## config.mk

```make
export PLATFORM = sky130hd
export DESIGN_NAME = vtbb_axis
export DESIGN_NICKNAME = d
export VERILOG_FILES = /design/src/rtl/core/vtbb_pkg.sv /design/src/rtl/core/vtbb_axis.sv
export SDC_FILE = /design/constraint.sdc
export NUM_CORES = 2
export LEC_CHECK = 0
export BUFFER_PORTS_ARGS = -buffer_cell sky130_fd_sc_hd__buf_2
export CORE_UTILIZATION = 59
export CTS_CLUSTER_DIAMETER = 40
export CTS_CLUSTER_SIZE = 30
export DETAILED_ROUTE_END_ITERATION = 16
export PLACE_DENSITY = 0.88
export REMOVE_ABC_BUFFERS = 1
export SYNTH_ARGS = -nofsm -noshare
export SYNTH_HDL_FRONTEND = slang
export SYNTH_SLANG_ARGS = --single-unit
```

## constraint.sdc

```tcl
create_clock -name clk -period 11.3 [get_ports clk]
set_clock_uncertainty 0.2 [all_clocks]
set_input_delay 1.695 -clock clk [delete_from_list [all_inputs] [get_ports clk]]
set_output_delay 1.695 -clock clk [all_outputs]
set_load 0.1 [all_outputs]
```

## src/rtl/core/vtbb_pkg.sv

```systemverilog
// shared constants and types for the vertex transform and bounding box unit
`timescale 1ns / 1ps
`default_nettype none

package vtbb_pkg;

  // default field widths
  localparam int COORD_WIDTH_DEF = 24;
  localparam int COEF_WIDTH_DEF  = 20;

  // configuration register index
  localparam int CFG_INDEX_WIDTH = 3;

  typedef enum logic [CFG_INDEX_WIDTH-1:0] {
    CFG_ROW_X        = 3'd0,
    CFG_ROW_Y        = 3'd1,
    CFG_ROW_Z        = 3'd2,
    CFG_SHIFT_X      = 3'd3,
    CFG_SHIFT_Y      = 3'd4,
    CFG_SHIFT_Z      = 3'd5,
    CFG_TRANSFORM_ON = 3'd6
  } cfg_index_t;

  // load strobes for the two arithmetic stages of each axis
  typedef struct packed {
    logic load_prod;
    logic load_cam;
  } stage_ctl_t;

endpackage

`default_nettype wire

```

## src/rtl/core/vtbb_axis.sv

```systemverilog
// one output axis: registered products, then sum, floor, saturate and bypass
`timescale 1ns / 1ps
`default_nettype none

module vtbb_axis #(
  parameter int COORD_WIDTH = vtbb_pkg::COORD_WIDTH_DEF,
  parameter int COEF_WIDTH  = vtbb_pkg::COEF_WIDTH_DEF
) (
  input  logic                          clk,
  input  vtbb_pkg::stage_ctl_t          ctl,
  input  logic signed [COORD_WIDTH-1:0] vertex_x,
  input  logic signed [COORD_WIDTH-1:0] vertex_y,
  input  logic signed [COORD_WIDTH-1:0] vertex_z,
  input  logic signed [COORD_WIDTH-1:0] pass_in,
  input  logic [3*COEF_WIDTH-1:0]       coefs,
  input  logic signed [COORD_WIDTH-1:0] shift,
  input  logic                          transform_on,
  output logic signed [COORD_WIDTH-1:0] cam
);

  localparam int FRAC_BITS = COEF_WIDTH - 2;
  localparam int PROD_W    = COORD_WIDTH + COEF_WIDTH;
  localparam int SUM_W     = PROD_W + 2;
  localparam logic signed [SUM_W-1:0] SAT_HI = SUM_W'((64'sd1 <<< (COORD_WIDTH - 1)) - 64'sd1);
  localparam logic signed [SUM_W-1:0] SAT_LO = -SAT_HI - SUM_W'(1);

  logic signed [COEF_WIDTH-1:0]  coef_lane [3];
  logic signed [COORD_WIDTH-1:0] vin       [3];
  logic signed [PROD_W-1:0]      prod_next [3];
  logic signed [PROD_W-1:0]      prod      [3];
  logic signed [COORD_WIDTH-1:0] pass;
  logic signed [SUM_W-1:0]       sum;
  logic signed [SUM_W-1:0]       floored;
  logic signed [COORD_WIDTH-1:0] cam_next;

  // coefficient lanes and their vertex operands
  always_comb begin
    vin[0] = vertex_x;
    vin[1] = vertex_y;
    vin[2] = vertex_z;
    for (int k = 0; k < 3; k++) begin
      coef_lane[k] = coefs[k*COEF_WIDTH +: COEF_WIDTH];
      prod_next[k] = PROD_W'(coef_lane[k]) * PROD_W'(vin[k]);
    end
  end

  // product stage
  always_ff @(posedge clk) begin
    if (ctl.load_prod) begin
      for (int k = 0; k < 3; k++) begin
        prod[k] <= prod_next[k];
      end
      pass <= pass_in;
    end
  end

  // sum with translation, floor by the coefficient fraction, saturate, or bypass when off
  always_comb begin
    sum = SUM_W'(prod[0]) + SUM_W'(prod[1]) + SUM_W'(prod[2])
        + (SUM_W'(shift) <<< FRAC_BITS);
    floored = sum >>> FRAC_BITS;
    if (!transform_on) begin
      cam_next = pass;
    end else if (floored > SAT_HI) begin
      cam_next = COORD_WIDTH'(SAT_HI);
    end else if (floored < SAT_LO) begin
      cam_next = COORD_WIDTH'(SAT_LO);
    end else begin
      cam_next = COORD_WIDTH'(floored);
    end
  end

  // transformed coordinate stage
  always_ff @(posedge clk) begin
    if (ctl.load_cam) begin
      cam <= cam_next;
    end
  end

endmodule

`default_nettype wire

```

# == Word level (Yosys, flattened, before mapping) ==
# Memory sizes are Yosys's and may differ from the RTL's.
# Index checks and enable logic that the tools add are counted.
# totals
reg_bits,48
ram_bits,132
memories,1
# op_classes
add_sub_neg,3
mul,3
order_cmp,2
n_mux,5
# mem_list
memory,depth,width,read_ports,rd_clocked_by_memory_dff,wr,line_no,text
prod,3,44,3,0,3,vtbb_axis.sv:30,logic signed [PROD_W-1:0] prod [3];
# ops
cell,n
$mul A20 B24 Y44,3
$mux W24,3
$add A45 B44 Y46,1
$add A46 B42 Y46,1
$add A44 B44 Y45,1
$gt A28 B24 Y1 const B,1
$lt A28 B24 Y1 const B,1
$mux W1,2

# == Logic depth before layout (Yosys ltp) ==
# logic_depth
ltp_word,7
mapped_depth,28
depth_no_buf,27

# == Least setup slack after synthesis ==
# No wires, ideal clock.
# synth_path
path_type,input-to-reg
from,input port vertex_z[11]
to,memory prod[0][131] (netlist bit) (data pin)
setup_ns,0.260
arrival_ns,7.994
required_time_ns,10.840
path_slack_ns,2.846
path_stages,24
path_buffers,1
cell_sequence,clkbuf_1 -> nand2_1 -> fa_1 -> fa_1 -> fa_1 -> inv_1 -> fa_1 -> fa_1 -> fa_1 -> inv_1 -> fa_1 -> inv_1 -> ha_1 -> a21o_1 -> a21o_1 -> a222oi_1 -> o21a_2 -> o311ai_4 -> a211oi_4 -> o2111ai_1 -> a311oi_2 -> o21ai_1 -> a21oi_1 -> xnor2_1
# synth_rtl
element,line_no,text
start: declaration,vtbb_axis.sv:13,"input logic signed [COORD_WIDTH-1:0] vertex_z,"
end: declaration,vtbb_axis.sv:30,

==> flow_summary.json <==
{
  "met1_usage": 0.389,
  "wirelength_um": 150000,
  "cts_tree": "built",
  "cts_buffers": 17,
  "hold_class": "flip-flop to flip-flop",
  "cp_num_cells": 24,
  "async_reset_ff_frac": 0,
  "grt_max_degree": 81,
  "layout_commonest_cell": "inv_1",
  "min_period_ns": 8.89,
  "seqCellArea_sq_um": 5410,
  "avgSynthCellArea_sq_um": 9.68,
  "ys_seq_area_frac": 0.0877,
  "clock_tree.buffer_depth": 2,
  "root_buffer": "clkbuf_16",
  "holdPathStages": 2,
  "drive_gt1_frac": 0.0451,
  "synth-seq-cells": 180,
  "dieWidth_um": 325,
  "required_ns": 11.29,
  "num_vias": 43200,
  "top_usage_layer": "met2",
  "endpoint_kind": "flip-flop",
  "antenna_found_initial": 17,
  "remaining_drc_errors": 0,
  "core_area_sq_um": 103000,
  "grt_pass1_vias": 48300,
  "path_buf_inv": 4,
  "worstRegToRegCells": 14,
  "die_area_sq_um": 106000,
  "rows": 118,
  "cts_setup_buffers": 0,
  "clkLatencyLatePin_ns": 0.45,
  "synthToLayoutAreaGrowth_pct": 3.84,
  "ant_nets": 0,
  "hpwl_um": 125000,
  "final_cell_mix": "1,640 x inv_1, 1,546 x fa_1, 725 x and2_1",
  "critPathMaxStageDelay_ns": 0.62,
  "path_delay_family": "adder cells",
  "nets": 8458,
  "multi_input_area_sq_um": 49100,
  "synth_edf_count": 180,
  "crit_path_start_kind": "input port",
  "holdWs_ns": 0.364,
  "place_congestion": 0.933,
  "htree_levels": 4,
  "slowest_stage": "clkinv_1",
  "cp_cell_sequence": "buf_2 -> clkinv_1 -> nor2_1 -> fa_1 -> fa_1 -> fa_1 -> fa_1 -> fa_1 -> fa_1 -> inv_1 -> fa_1 -> inv_1 -> ha_1 -> a21oi_1 -> o21ai_0 -> a221o_1 -> nand2_1 -> o311ai_4 -> a211oi_4 -> o2111ai_1 -> a311oi_2 -> o21ai_1 -> a21oi_1 -> xnor2_1",
  "worst_pin_slew_ns": 0.941,
  "grt.met3_usage": 0.0572,
  "clk_pin_slew_ns": 0.08,
  "arrival_ns": 8.88,
  "timing.critical_path.mode_cell": "fa_1",
  "drt_iter0_drc": 3083,
  "syn_inst": 6368,
  "num_io_pins": 208,
  "wire_per_inst_um": 19.4,
  "crit_type": "input port to flip-flop",
  "ctsResizeCount": 0,
  "relSlewSlack": 0.373,
  "fillers": 7999,
  "grt_setup_unrepaired": "no",
  "synth_area_sq_um": 61700,
  "viasPerCell": 5.59,
  "yosysWarnings": 0,
  "met2_usage": 0.493,
  "setup_tns_ns": 0,
  "crit_fanout": 19,
  "hold_buffers": 0,
  "hold_violations": 0,
  "final_max_slew_viol_count": 0,
  "numPortBuffers": 207,
  "cts.sinks": 180,
  "die_y_um": 325,
  "status": "complete, no violations",
  "start_util": 0.596,
  "grt-ovfl-total": 0,
  "ys_types": 75,
  "grtUsageTotal": 0.297,
  "drtPass1Iterations": 6,
  "fin_crit_sh": 0.787,
  "synth-main-ff-cell": "edfxtp_1",
  "maxCapViolCount": 0,
  "grt_pass1_wl_um": 247000,
  "fmax_ghz": 0.112,
  "setup_viol": 0
}
## worst register-to-register path, stage by stage (launching register included)
cell	delay, ns
edfxtp_1	0.46
fa_1	0.53
fa_1	0.41
ha_1	0.40
a21oi_1	0.18
o21ai_1	0.13
nor4_2	0.38
nand3_2	0.16
a2111oi_4	0.50
o31ai_1	0.18
a21oi_1	0.22
xnor2_1	0.18
a41o_1	0.76
nand2_1	0.15
a21oi_2	0.32
## cell usage after synthesis (14+ instances only)
library cell  number  share of area
o21a_1            18         0.0022
nand3_1           22         0.0018
o21ai_0           45         0.0037
and3_1            21         0.0021
edfxtp_1         180          0.088
nand2b_1          27         0.0027
clkbuf_1         266          0.016
inv_1           1640           0.10
nand2_1          720          0.044
nand4_1           15         0.0015
xnor2_1          127          0.018
a21o_1            78         0.0095
o21bai_1          26         0.0032
fa_1            1546           0.50
ha_1             404          0.082
a21oi_1          149          0.012
a21oi_2           21         0.0030
nor2_1           131         0.0080
xor2_1            48         0.0068
nor3_1            14         0.0011
and2_1           725          0.074
## worst paths after layout
path | slack, ns | endpoint | startpoint
worst max-delay path | 2.41 | prod[0][131] | coefs[59]
worst min-delay path | 0.36 | cam[9] | pass[9]
worst max register to register | 5.91 | cam[18] | prod[0][19]
worst min register to register | 0.36 | cam[9] | pass[9]
## through the flow
stage           util  setup slack (ns)  area [sq um]  cells
2_1_floorplan      -              3.02         60600   6097
3_3_place_gp   0.613              2.16         63400   7685
3_5_place_dp   0.613              2.04         63400   7685
4_1_cts        0.618              2.50         64000   7717
5_1_grt        0.619              2.15         64000   7725
6_report       0.619              2.41         64000   7725
## registers in the layout (all words and copies together) (netlist names)
signal and count:
prod 132, cam 24, pass 24
## cells by family (layout without fill, tap and decap cells)
kind of cell               Yosys count  after routing  synth area share
adders and majority gates         1950           1950             0.584
buffers and inverters             1914           1883             0.117
and+or+nand+nor                   1708           1708             0.139
AOI/OAI and AO/OA                  439            439            0.0480
DFF                                180            180            0.0877
xor gates and xnor gates           175            175            0.0249
muxes                                2              2          0.000345
other                                0              8                 0
## layer usage
layer  share of wire  wire length, um  up-vias
met5         0.00083              124        -
li1                -                -    18500
met2            0.48            72600     2077
met4           0.039             5880       18
met1            0.39            57900    22200
met3           0.091            13600      425
## cell type report
type,instances,share of cell area
diodes,8,0.000313
clock buffers,17,0.00664
clock inverters,15,0.00279
inverters,1643,0.0963
multi-input cells,4274,0.766
flip-flops and latches,180,0.0844
well taps,1380,0.0270
repair buffers,208,0.0164
Power is not shown: default switching activity piles up to over one toggle a cycle in this logic, so the estimate is an artifact.
